$ cat src/design/bts_pkg.sv
// shared types and constants of the ber-tlv tag search unit
package bts_pkg;

    localparam logic [7:0] LONG_LEN_MARK = 8'h81;
    localparam logic [7:0] TAG_MASK      = 8'h7F;
    localparam logic [8:0] TLV_HDR_LEN   = 9'd2;
    localparam logic [8:0] MAX9          = 9'h1FF;

    localparam int unsigned CFG_IDX_W = 2;
    localparam int unsigned CFG_DATA_W = 8;
    localparam logic [CFG_IDX_W-1:0] CFG_SEARCH_TAG = 2'd0;
    localparam logic [CFG_IDX_W-1:0] CFG_OCCURRENCE = 2'd1;
    localparam logic [CFG_IDX_W-1:0] CFG_MERGE_MODE = 2'd2;

    typedef enum logic [1:0] {
        ST_FOUND     = 2'd0,
        ST_NOT_FOUND = 2'd1,
        ST_TRUNCATED = 2'd2
    } status_t;

    typedef enum logic [1:0] {
        EV_SOM = 2'd0,
        EV_HDR = 2'd1,
        EV_NF  = 2'd2,
        EV_EOM = 2'd3
    } ev_kind_t;

    typedef struct packed {
        ev_kind_t   kind;
        logic       eom;
        logic       last;
        logic [8:0] tlv_start;
        logic [6:0] tag;
        logic [8:0] size;
    } evt_t;

endpackage

$ cat src/design/bts_front.sv
// byte parser: tracks message framing and turns tlv headers into events
module bts_front (
    input  logic          aclk,
    input  logic          aresetn,
    input  logic          s_tvalid,
    output logic          s_tready,
    input  logic [7:0]    s_tdata,   // data_byte
    input  logic          s_tlast,   // end_of_message
    input  logic          s_tuser,   // start_of_message
    input  logic          q_ready,
    output logic          push,
    output bts_pkg::evt_t push_evt
);

    typedef enum logic [6:0] {
        PH_IDLE       = 7'b0000001,
        PH_OUTER_LEN  = 7'b0000010,
        PH_OUTER_LEN2 = 7'b0000100,
        PH_TAG        = 7'b0001000,
        PH_LEN        = 7'b0010000,
        PH_LEN2       = 7'b0100000,
        PH_SKIP       = 7'b1000000
    } phase_t;

    phase_t     phase_reg, phase_next;
    logic [8:0] pos_reg, pos_next;
    logic [7:0] outer_reg, outer_next;
    logic [7:0] consumed_reg, consumed_next;
    logic [8:0] start_reg, start_next;
    logic [6:0] tag_reg, tag_next;
    logic [7:0] skip_reg, skip_next;

    logic       accept;
    logic       take_outer;
    logic       hdr_go;
    logic [8:0] hdr_size;
    logic [9:0] hdr_sum;
    logic       hdr_last;

    assign s_tready = q_ready;
    assign accept   = s_tvalid && s_tready;

    assign take_outer = ((phase_reg == PH_OUTER_LEN) && (s_tdata != bts_pkg::LONG_LEN_MARK))
                        || (phase_reg == PH_OUTER_LEN2);
    assign hdr_go     = ((phase_reg == PH_LEN) && (s_tdata != bts_pkg::LONG_LEN_MARK))
                        || (phase_reg == PH_LEN2);
    assign hdr_size   = {1'b0, s_tdata} + bts_pkg::TLV_HDR_LEN
                        + {8'd0, (phase_reg == PH_LEN2)};
    assign hdr_sum    = {2'b00, consumed_reg} + {1'b0, hdr_size};
    assign hdr_last   = hdr_sum >= {2'b00, outer_reg};

    always_comb begin
        phase_next    = phase_reg;
        pos_next      = pos_reg;
        outer_next    = outer_reg;
        consumed_next = consumed_reg;
        start_next    = start_reg;
        tag_next      = tag_reg;
        skip_next     = skip_reg;
        push          = 1'b0;
        push_evt.kind      = bts_pkg::EV_EOM;
        push_evt.eom       = s_tlast;
        push_evt.last      = hdr_last;
        push_evt.tlv_start = start_reg;
        push_evt.tag       = tag_reg;
        push_evt.size      = hdr_size;

        if (accept) begin
            if (s_tuser) begin
                pos_next      = 9'd1;
                phase_next    = PH_OUTER_LEN;
                consumed_next = 8'd0;
                outer_next    = 8'd0;
                push_evt.kind = bts_pkg::EV_SOM;
                push          = 1'b1;
            end else begin
                if (pos_reg != bts_pkg::MAX9) begin
                    pos_next = pos_reg + 9'd1;
                end
                if (phase_reg != PH_IDLE) begin
                    push = s_tlast;
                end
                if (take_outer) begin
                    outer_next = s_tdata;
                    if (s_tdata == 8'd0) begin
                        phase_next    = PH_IDLE;
                        push_evt.kind = bts_pkg::EV_NF;
                        push          = 1'b1;
                    end else begin
                        phase_next = PH_TAG;
                    end
                end else if (hdr_go) begin
                    push_evt.kind = bts_pkg::EV_HDR;
                    push          = 1'b1;
                    if (hdr_last) begin
                        phase_next = PH_IDLE;
                    end else begin
                        consumed_next = hdr_sum[7:0];
                        skip_next     = s_tdata;
                        phase_next    = (s_tdata != 8'd0) ? PH_SKIP : PH_TAG;
                    end
                end else begin
                    case (phase_reg)
                        PH_OUTER_LEN: begin
                            phase_next = PH_OUTER_LEN2;
                        end
                        PH_TAG: begin
                            start_next = pos_reg;
                            tag_next   = s_tdata[6:0] & bts_pkg::TAG_MASK[6:0];
                            phase_next = PH_LEN;
                        end
                        PH_LEN: begin
                            phase_next = PH_LEN2;
                        end
                        PH_SKIP: begin
                            skip_next = skip_reg - 8'd1;
                            if (skip_reg == 8'd1) begin
                                phase_next = PH_TAG;
                            end
                        end
                        default: begin
                            phase_next = phase_reg;
                        end
                    endcase
                end
            end
        end
    end

    always_ff @(posedge aclk) begin
        if (!aresetn) begin
            phase_reg    <= PH_IDLE;
            pos_reg      <= 9'd0;
            outer_reg    <= 8'd0;
            consumed_reg <= 8'd0;
            skip_reg     <= 8'd0;
        end else begin
            phase_reg    <= phase_next;
            pos_reg      <= pos_next;
            outer_reg    <= outer_next;
            consumed_reg <= consumed_next;
            skip_reg     <= skip_next;
        end
    end

    always_ff @(posedge aclk) begin
        start_reg <= start_next;
        tag_reg   <= tag_next;
    end

    // the header that closes the outer length ends parsing
    a_last_hdr_idle: assert property (@(posedge aclk) disable iff (!aresetn)
        (push && push_evt.kind == bts_pkg::EV_HDR && push_evt.last && !s_tuser)
        |=> (phase_reg == PH_IDLE))
        else $error("front not idle after last header");

    // nothing but a new message leaves the idle phase
    a_idle_holds: assert property (@(posedge aclk) disable iff (!aresetn)
        (phase_reg == PH_IDLE && !(accept && s_tuser)) |=> (phase_reg == PH_IDLE))
        else $error("front left idle without start of message");

endmodule

$ cat src/design/bts_queue.sv
// small event queue between the parser and the result logic
module bts_queue #(
    parameter int unsigned DEPTH = 4
) (
    input  logic          aclk,
    input  logic          aresetn,
    input  logic          push,
    input  bts_pkg::evt_t push_evt,
    output logic          q_ready,
    input  logic          pop,
    output logic          q_valid,
    output bts_pkg::evt_t q_evt
);

    localparam int unsigned PtrW = (DEPTH > 1) ? $clog2(DEPTH) : 1;
    localparam int unsigned CntW = $clog2(DEPTH + 1);

    bts_pkg::evt_t   mem [DEPTH];
    logic [PtrW-1:0] wr_ptr_reg, wr_ptr_next;
    logic [PtrW-1:0] rd_ptr_reg, rd_ptr_next;
    logic [CntW-1:0] cnt_reg, cnt_next;
    logic            do_push;
    logic            do_pop;

    assign q_ready = (cnt_reg != CntW'(DEPTH));
    assign q_valid = (cnt_reg != '0);
    assign q_evt   = mem[rd_ptr_reg];
    assign do_push = push && q_ready;
    assign do_pop  = pop && q_valid;

    always_comb begin
        wr_ptr_next = wr_ptr_reg;
        rd_ptr_next = rd_ptr_reg;
        cnt_next    = cnt_reg;
        if (do_push) begin
            wr_ptr_next = (wr_ptr_reg == PtrW'(DEPTH - 1)) ? '0 : wr_ptr_reg + PtrW'(1);
        end
        if (do_pop) begin
            rd_ptr_next = (rd_ptr_reg == PtrW'(DEPTH - 1)) ? '0 : rd_ptr_reg + PtrW'(1);
        end
        if (do_push && !do_pop) begin
            cnt_next = cnt_reg + CntW'(1);
        end else if (do_pop && !do_push) begin
            cnt_next = cnt_reg - CntW'(1);
        end
    end

    always_ff @(posedge aclk) begin
        if (!aresetn) begin
            wr_ptr_reg <= '0;
            rd_ptr_reg <= '0;
            cnt_reg    <= '0;
        end else begin
            wr_ptr_reg <= wr_ptr_next;
            rd_ptr_reg <= rd_ptr_next;
            cnt_reg    <= cnt_next;
        end
    end

    always_ff @(posedge aclk) begin
        if (do_push) begin
            mem[wr_ptr_reg] <= push_evt;
        end
    end

    a_cnt_bound: assert property (@(posedge aclk) disable iff (!aresetn)
        cnt_reg <= CntW'(DEPTH))
        else $error("queue count above depth");

    a_cnt_inc: assert property (@(posedge aclk) disable iff (!aresetn)
        (do_push && !do_pop) |=> (cnt_reg == $past(cnt_reg) + CntW'(1)))
        else $error("queue count not advanced on push");

endmodule

$ cat src/design/bts_back.sv
// match logic, configuration registers and result register
module bts_back (
    input  logic                              aclk,
    input  logic                              aresetn,
    input  logic                              cfg_valid,
    output logic                              cfg_ready,
    input  logic [bts_pkg::CFG_IDX_W-1:0]     cfg_index,
    input  logic [bts_pkg::CFG_DATA_W-1:0]    cfg_data,
    input  logic                              q_valid,
    input  bts_pkg::evt_t                     q_evt,
    output logic                              pop,
    output logic                              m_tvalid,
    input  logic                              m_tready,
    output logic [23:0]                       m_tdata,  // tlv_offset, tlv_size, zero fill
    output logic [1:0]                        m_tuser   // status
);

    logic [6:0] tag_cfg_reg;
    logic [7:0] occ_cfg_reg;
    logic       merge_cfg_reg;

    logic       done_reg, done_next;
    logic [7:0] cnt_reg, cnt_next;
    logic [8:0] mstart_reg, mstart_next;
    logic [8:0] msize_reg, msize_next;

    logic             out_valid_reg, out_valid_next;
    bts_pkg::status_t out_status_reg;
    logic [8:0]       out_off_reg;
    logic [8:0]       out_size_reg;

    logic             emit;
    bts_pkg::status_t e_status;
    logic [8:0]       e_off;
    logic [8:0]       e_size;
    logic             match;
    logic [9:0]       msum;

    assign cfg_ready = 1'b1;
    assign pop       = q_valid && (!out_valid_reg || m_tready);
    assign match     = (q_evt.tag == tag_cfg_reg);
    assign msum      = {1'b0, msize_reg} + {1'b0, q_evt.size};

    always_comb begin
        done_next   = done_reg;
        cnt_next    = cnt_reg;
        mstart_next = mstart_reg;
        msize_next  = msize_reg;
        emit        = 1'b0;
        e_status    = bts_pkg::ST_NOT_FOUND;
        e_off       = 9'd0;
        e_size      = 9'd0;

        case (q_evt.kind)
            bts_pkg::EV_SOM: begin
                done_next   = 1'b0;
                cnt_next    = 8'd0;
                mstart_next = 9'd0;
                msize_next  = 9'd0;
                if (q_evt.eom) begin
                    emit     = 1'b1;
                    e_status = bts_pkg::ST_TRUNCATED;
                end
            end
            bts_pkg::EV_HDR: begin
                if (!done_reg) begin
                    if (!merge_cfg_reg) begin
                        if (match && cnt_reg == occ_cfg_reg) begin
                            emit     = 1'b1;
                            e_status = bts_pkg::ST_FOUND;
                            e_off    = q_evt.tlv_start;
                            e_size   = q_evt.size;
                        end else begin
                            if (match) begin
                                cnt_next = cnt_reg + 8'd1;
                            end
                            if (q_evt.last) begin
                                emit = 1'b1;
                            end
                        end
                    end else begin
                        if (match) begin
                            if (cnt_reg == 8'd0) begin
                                cnt_next    = 8'd1;
                                mstart_next = q_evt.tlv_start;
                                msize_next  = q_evt.size;
                            end else begin
                                msize_next = msum[9] ? bts_pkg::MAX9 : msum[8:0];
                            end
                        end
                        if (q_evt.last) begin
                            emit = 1'b1;
                            if (cnt_next != 8'd0) begin
                                e_status = bts_pkg::ST_FOUND;
                                e_off    = mstart_next;
                                e_size   = msize_next;
                            end
                        end
                    end
                    if (!emit && q_evt.eom) begin
                        emit     = 1'b1;
                        e_status = bts_pkg::ST_TRUNCATED;
                    end
                end
            end
            bts_pkg::EV_NF: begin
                emit = !done_reg;
            end
            bts_pkg::EV_EOM: begin
                if (!done_reg && q_evt.eom) begin
                    emit     = 1'b1;
                    e_status = bts_pkg::ST_TRUNCATED;
                end
            end
            default: begin
                emit = 1'b0;
            end
        endcase

        if (emit) begin
            done_next = 1'b1;
        end

        out_valid_next = out_valid_reg;
        if (pop) begin
            out_valid_next = emit;
        end else if (m_tready) begin
            out_valid_next = 1'b0;
        end
    end

    always_ff @(posedge aclk) begin
        if (!aresetn) begin
            tag_cfg_reg   <= 7'd0;
            occ_cfg_reg   <= 8'd0;
            merge_cfg_reg <= 1'b0;
        end else if (cfg_valid && cfg_ready) begin
            case (cfg_index)
                bts_pkg::CFG_SEARCH_TAG: tag_cfg_reg   <= cfg_data[6:0];
                bts_pkg::CFG_OCCURRENCE: occ_cfg_reg   <= cfg_data[7:0];
                bts_pkg::CFG_MERGE_MODE: merge_cfg_reg <= cfg_data[0];
                default: begin
                    tag_cfg_reg <= tag_cfg_reg;
                end
            endcase
        end
    end

    always_ff @(posedge aclk) begin
        if (!aresetn) begin
            done_reg      <= 1'b1;
            cnt_reg       <= 8'd0;
            mstart_reg    <= 9'd0;
            msize_reg     <= 9'd0;
            out_valid_reg <= 1'b0;
        end else begin
            out_valid_reg <= out_valid_next;
            if (pop) begin
                done_reg   <= done_next;
                cnt_reg    <= cnt_next;
                mstart_reg <= mstart_next;
                msize_reg  <= msize_next;
            end
        end
    end

    always_ff @(posedge aclk) begin
        if (pop && emit) begin
            out_status_reg <= e_status;
            out_off_reg    <= e_off;
            out_size_reg   <= e_size;
        end
    end

    assign m_tvalid = out_valid_reg;
    assign m_tuser  = out_status_reg;
    assign m_tdata  = {6'd0, out_size_reg, out_off_reg};

    // only a found result carries an offset and size
    a_zero_unless_found: assert property (@(posedge aclk) disable iff (!aresetn)
        (m_tvalid && m_tuser != bts_pkg::ST_FOUND) |-> (m_tdata == 24'd0))
        else $error("offset or size set on a non-found result");

    // a transfer that produces a result closes the search
    a_emit_closes: assert property (@(posedge aclk) disable iff (!aresetn)
        (pop && emit) |=> done_reg)
        else $error("search still open after a result");

endmodule

$ cat src/design/ber_tlv_tag_search_unit.sv
// top level of the ber-tlv tag search unit
// Bytes of a BER-TLV message enter on the s_ channel, one per transfer:
// s_tdata is the byte, s_tuser marks the first byte of a message and
// s_tlast the last available byte. Each message gives at most one result on the
// m_ channel: m_tuser is the status (found, not found, truncated) and
// m_tdata holds the offset and size of the matching TLV or merged run.
// Search tag, occurrence and merge mode are written on the cfg channel
// (index 0, 1, 2); the user must write them only while no message is in
// flight, which the block does not enforce. cfg_ready is always high. One
// byte is taken every clock cycle while s_tready is high; the parser handles
// a byte in the cycle it is transferred, and the match logic behind the event
// queue handles one event per cycle unless a result waits for m_tready.
// When the receiver holds m_tready low, the result register keeps its
// value, the queue fills, and s_tready falls once QUEUE_DEPTH events wait.
// Reset clears the parser, the queue and the result valid flag and sets all
// configuration registers to zero; bytes before a first start are dropped.
module ber_tlv_tag_search_unit #(
    parameter int unsigned QUEUE_DEPTH = 4
) (
    input  logic                           aclk,
    input  logic                           aresetn,
    input  logic                           s_tvalid,
    output logic                           s_tready,
    input  logic [7:0]                     s_tdata,   // data_byte
    input  logic                           s_tlast,   // end_of_message
    input  logic                           s_tuser,   // start_of_message
    output logic                           m_tvalid,
    input  logic                           m_tready,
    output logic [23:0]                    m_tdata,   // tlv_offset, tlv_size, zero fill
    output logic [1:0]                     m_tuser,   // status
    input  logic                           cfg_valid,
    output logic                           cfg_ready,
    input  logic [bts_pkg::CFG_IDX_W-1:0]  cfg_index,
    input  logic [bts_pkg::CFG_DATA_W-1:0] cfg_data
);

    logic          q_ready;
    logic          push;
    bts_pkg::evt_t push_evt;
    logic          q_valid;
    bts_pkg::evt_t q_evt;
    logic          pop;

    bts_front u_front (
        .aclk     (aclk),
        .aresetn  (aresetn),
        .s_tvalid (s_tvalid),
        .s_tready (s_tready),
        .s_tdata  (s_tdata),
        .s_tlast  (s_tlast),
        .s_tuser  (s_tuser),
        .q_ready  (q_ready),
        .push     (push),
        .push_evt (push_evt)
    );

    bts_queue #(
        .DEPTH (QUEUE_DEPTH)
    ) u_queue (
        .aclk     (aclk),
        .aresetn  (aresetn),
        .push     (push),
        .push_evt (push_evt),
        .q_ready  (q_ready),
        .pop      (pop),
        .q_valid  (q_valid),
        .q_evt    (q_evt)
    );

    bts_back u_back (
        .aclk      (aclk),
        .aresetn   (aresetn),
        .cfg_valid (cfg_valid),
        .cfg_ready (cfg_ready),
        .cfg_index (cfg_index),
        .cfg_data  (cfg_data),
        .q_valid   (q_valid),
        .q_evt     (q_evt),
        .pop       (pop),
        .m_tvalid  (m_tvalid),
        .m_tready  (m_tready),
        .m_tdata   (m_tdata),
        .m_tuser   (m_tuser)
    );

endmodule

$ cat config.mk
export PLATFORM = sky130hd
export DESIGN_NAME = ber_tlv_tag_search_unit
export DESIGN_NICKNAME = d
export VERILOG_FILES = /design/src/design/bts_pkg.sv /design/src/design/bts_front.sv /design/src/design/bts_queue.sv /design/src/design/bts_back.sv /design/src/design/ber_tlv_tag_search_unit.sv
export SDC_FILE = /design/constraint.sdc
export NUM_CORES = 1
export LEC_CHECK = 0
export ABC_AREA = 1
export ABC_CLOCK_PERIOD_IN_PS = 6800
export CAP_MARGIN = 15
export CORE_ASPECT_RATIO = 0.7
export CORE_MARGIN = 3
export CORE_UTILIZATION = 45
export CTS_CLUSTER_SIZE = 30
export DETAILED_ROUTE_END_ITERATION = 16
export DONT_BUFFER_PORTS = 1
export SLEW_MARGIN = 20
export SYNTH_ARGS = -nofsm -noshare
export SYNTH_HDL_FRONTEND = slang
export SYNTH_HIERARCHICAL = 1
export SYNTH_SLANG_ARGS = --single-unit
$ cat constraint.sdc
create_clock -name aclk -period 6.8 [get_ports aclk]
set_input_delay 2.04 -clock aclk [delete_from_list [all_inputs] [get_ports aclk]]
set_output_delay 2.04 -clock aclk [all_outputs]
set_load 0.02 [all_outputs]
==> results by group <==
Run status
  – Outcome: finished, final reports clean

Layout
  – Top reg by flops: u_queue/mem
  – Area Growth Syn to Fin: 7.75%
  – Layout Nets: 1460
  – Max FFs per register: 116
  – N_diodes: 0
  – Share of post-route cells with drive strength above 1: 13.3%
  – Final Instance Area: 13700 um2

Critical path
  – Critical path type: primary input to flop
  – Crit-path max FO: 10
  – Setup crit start kind: primary input
  – CP arrival: 5.96 ns
  – Data required time of the worst path: 7.19 ns
  – Setup crit end kind: flop

Global route
  – Vias in the first global route: 8534
  – Total grt overflow: 0
  – First-pass GRT wire length: 47.5 mm
  – Tot GR Track Use: 19.8%
  – Antenna violations before repair: 0
  – Pin count of the biggest net entering global routing: 59

Detailed routing
  – First-pass iteration count of the detailed router: 5
  – Via count: 9178
  – WL/cell: 16.9 um
  – Vias per std cell: 5.18
  – 1st-iter DRT viols: 718
  – Total Routed Length: 29.9 mm
  – DRT antenna net count: 0
  – Detailed-route DRC error count: 0

Timing
  – Worst slew pin tran: 0.963 ns
  – Fin crit period: 5.57 ns
  – Final worst-path cycle share: 82.0%
  – Final worst slack: 1.23 ns
  – Max Slew Vio Count: 0
  – Fmax: 179 MHz
  – Slew headroom: 35.7%
  – Unrepaired setup endpoints after global routing: no
  – Worst hold slack: 0.462 ns
  – Setup violators final: 0
  – Max Clock Skew: 0.00949 ns
  – Setup TNS: 0 ns
  – Final hold vios: 0

Floorplan
  – Site Rows: 50
  – Die area: 30300 um2
  – Core area: 27200 um2
  – Die height: 147 um
  – Initial core utilization: 46.7%
  – I/O pin total: 54
  – Chip Width: 207 um

Place
  – Routability cong.: 0.836
  – Detailed Place HPWL: 19.9 mm
  – Worst slack, placed: 0.753 ns
  – Port bufs: 0
  – Placed cell area: 12900 um2

Yosys
  – Synthesized area: 12700 um2
  – Syn. warnings: 6
  – Synth top area cells: edfxtp_1 (36%), dfxtp_1 (15%), nand2_1 (9.0%)
  – Asr flop ratio synth: 0%
  – Most common cell in the netlist: nand2_1
  – Yosys cell types: 54
  – Top-area cell type share of the netlist area: 36.0%
  – Post-synth EDFFs: 152
  – Post-synthesis sequential area ratio: 50.6%
  – Main synth FF type: edfxtp_1
  – Cell taking the most area after synthesis: edfxtp_1
  – Gate Count Post-Synth: 1407
  – Post-synth top cells: nand2_1 (306), edfxtp_1 (152), nor2_1 (145)
  – FF+latch count, synth: 245
  – Synth Area per Inst: 9.02 um2

Clock network
  – H-tree levels: 1
  – Max Root-Sink Buffers: 3
  – Setup bufs post-CTS: 0
  – Cts bufs inserted: 25
  – Clock Sinks: 245
  – Reg clk slew, reported paths: 0.06 ns
  – Clock latency at the later pin of the worst-skew pair: 0.53 ns
  – CTS resizes: 0
  – Hold_buf cts: 0
  – CTS root buffer: clkbuf_16
  – CTS tree: built

Pwr
  – Leak: 5.36 nW
  – Peak supply drop: 0.179 mV
  – Power per Cell Area: 331 nW/um2

Run
  – Max-cap viol count: 0

Worst hold path
  – Min-delay worst type: flop to flop
[path summary, 6_finish.rpt]
check	start	end	slack, ns	cells past startpoint
max	s_tdata[0]	u_front/consumed_reg[4]	1.23	27
min	u_front/pos_reg[6]	u_front/start_reg[6]	0.46	0
max reg2reg	u_front/phase_reg[0]	u_front/consumed_reg[4]	1.76	30
min reg2reg	u_front/pos_reg[6]	u_front/start_reg[6]	0.46	0
[logic make-up (layout without fill, tap and decap cells)]
| kind of cell | count (synthesis) | in the layout | share of synthesized area, % |
|---|---|---|---|
| AND/OR/NAND/NOR | 590 | 590 | 21.5 |
| AO/OA/AOI/OAI | 279 | 279 | 13.4 |
| flip-flops | 245 | 245 | 50.6 |
| buffers and inverters | 220 | 217 | 8.07 |
| adder cells (fa/ha/maj) | 43 | 43 | 4.42 |
| XOR/XNOR | 28 | 28 | 1.93 |
| other | 2 | 7 | 0.0592 |
[cell type report]
class / count / area [um2]
multi-input combinational: 947 / 5270
inverter: 164 / 627
tap: 364 / 455
timing repair buffer: 9 / 67.6
sequential: 245 / 6430
clock inverter: 14 / 174
clock buffer: 30 / 654
fill: 2519 / 13500
[metrics by stage]
step	utilization, %	total power [mW]	cells
2_1_floorplan	-	2.87	1412
3_3_place_gp	47.2	3.13	1729
3_5_place_dp	47.2	3.15	1729
4_1_cts	50.3	4.57	1773
5_1_grt	50.3	4.79	1773
6_report	50.3	4.53	1773
[per-layer routing]
| layer | up-vias | global-route usage [%] | share of wire (%) |
|---|---|---|---|
| li1 | 4615 | - | - |
| met1 | 4290 | 30.9 | 50 |
| met2 | 238 | 29.0 | 42 |
| met3 | 35 | 3.68 | 6.5 |
| met4 | 0 | 3.27 | 1.6 |
| met5 | - | 0 | 0 |
[worst max-delay path, cell delays in order]
cell and delay (ns):
ha_1 0.12, inv_1 0.06, ha_1 0.24, nor2_4 0.18, xor2_1 0.43, ha_1 0.37, a21oi_1 0.18, nand2_1 0.07
nor2_1 0.26, o21ai_0 0.15, or2_2 0.29, nand2_1 0.08, inv_1 0.05, ha_1 0.28, nand2_1 0.09, nor2_1 0.05
nand2_1 0.06, nand2_1 0.05, o21bai_2 0.19, nor2_2 0.15, nand2_2 0.10, nand2_2 0.09, nand2_4 0.11, inv_4 0.13
nand2_1 0.06, nand2_1 0.05, nor2_1 0.03
[power breakdown]
part | switching, mW | internal, mW | leakage [nW] | total [mW]
combinational | 0.858 | 0.364 | 2.81 | 1.22
sequential | 0.138 | 1.76 | 2.14 | 1.90
clock | 0.573 | 0.836 | 0.406 | 1.41
[layout by cell type (no fill, tap or decap), drive strengths merged, types with 10 or more instances in the layout]
| master | n |
|---|---|
| nand2 | 330 |
| nor2 | 190 |
| inv | 162 |
| edfxtp | 152 |
| o21ai | 111 |
| a21oi | 109 |
| dfxtp | 93 |
| nand3 | 42 |
| ha | 40 |
| o22ai | 38 |
| clkbuf | 30 |
| xor2 | 17 |
| a211oi | 12 |
| xnor2 | 11 |
| clkinv | 10 |
Note: power is estimated with default switching activity, not from simulation.
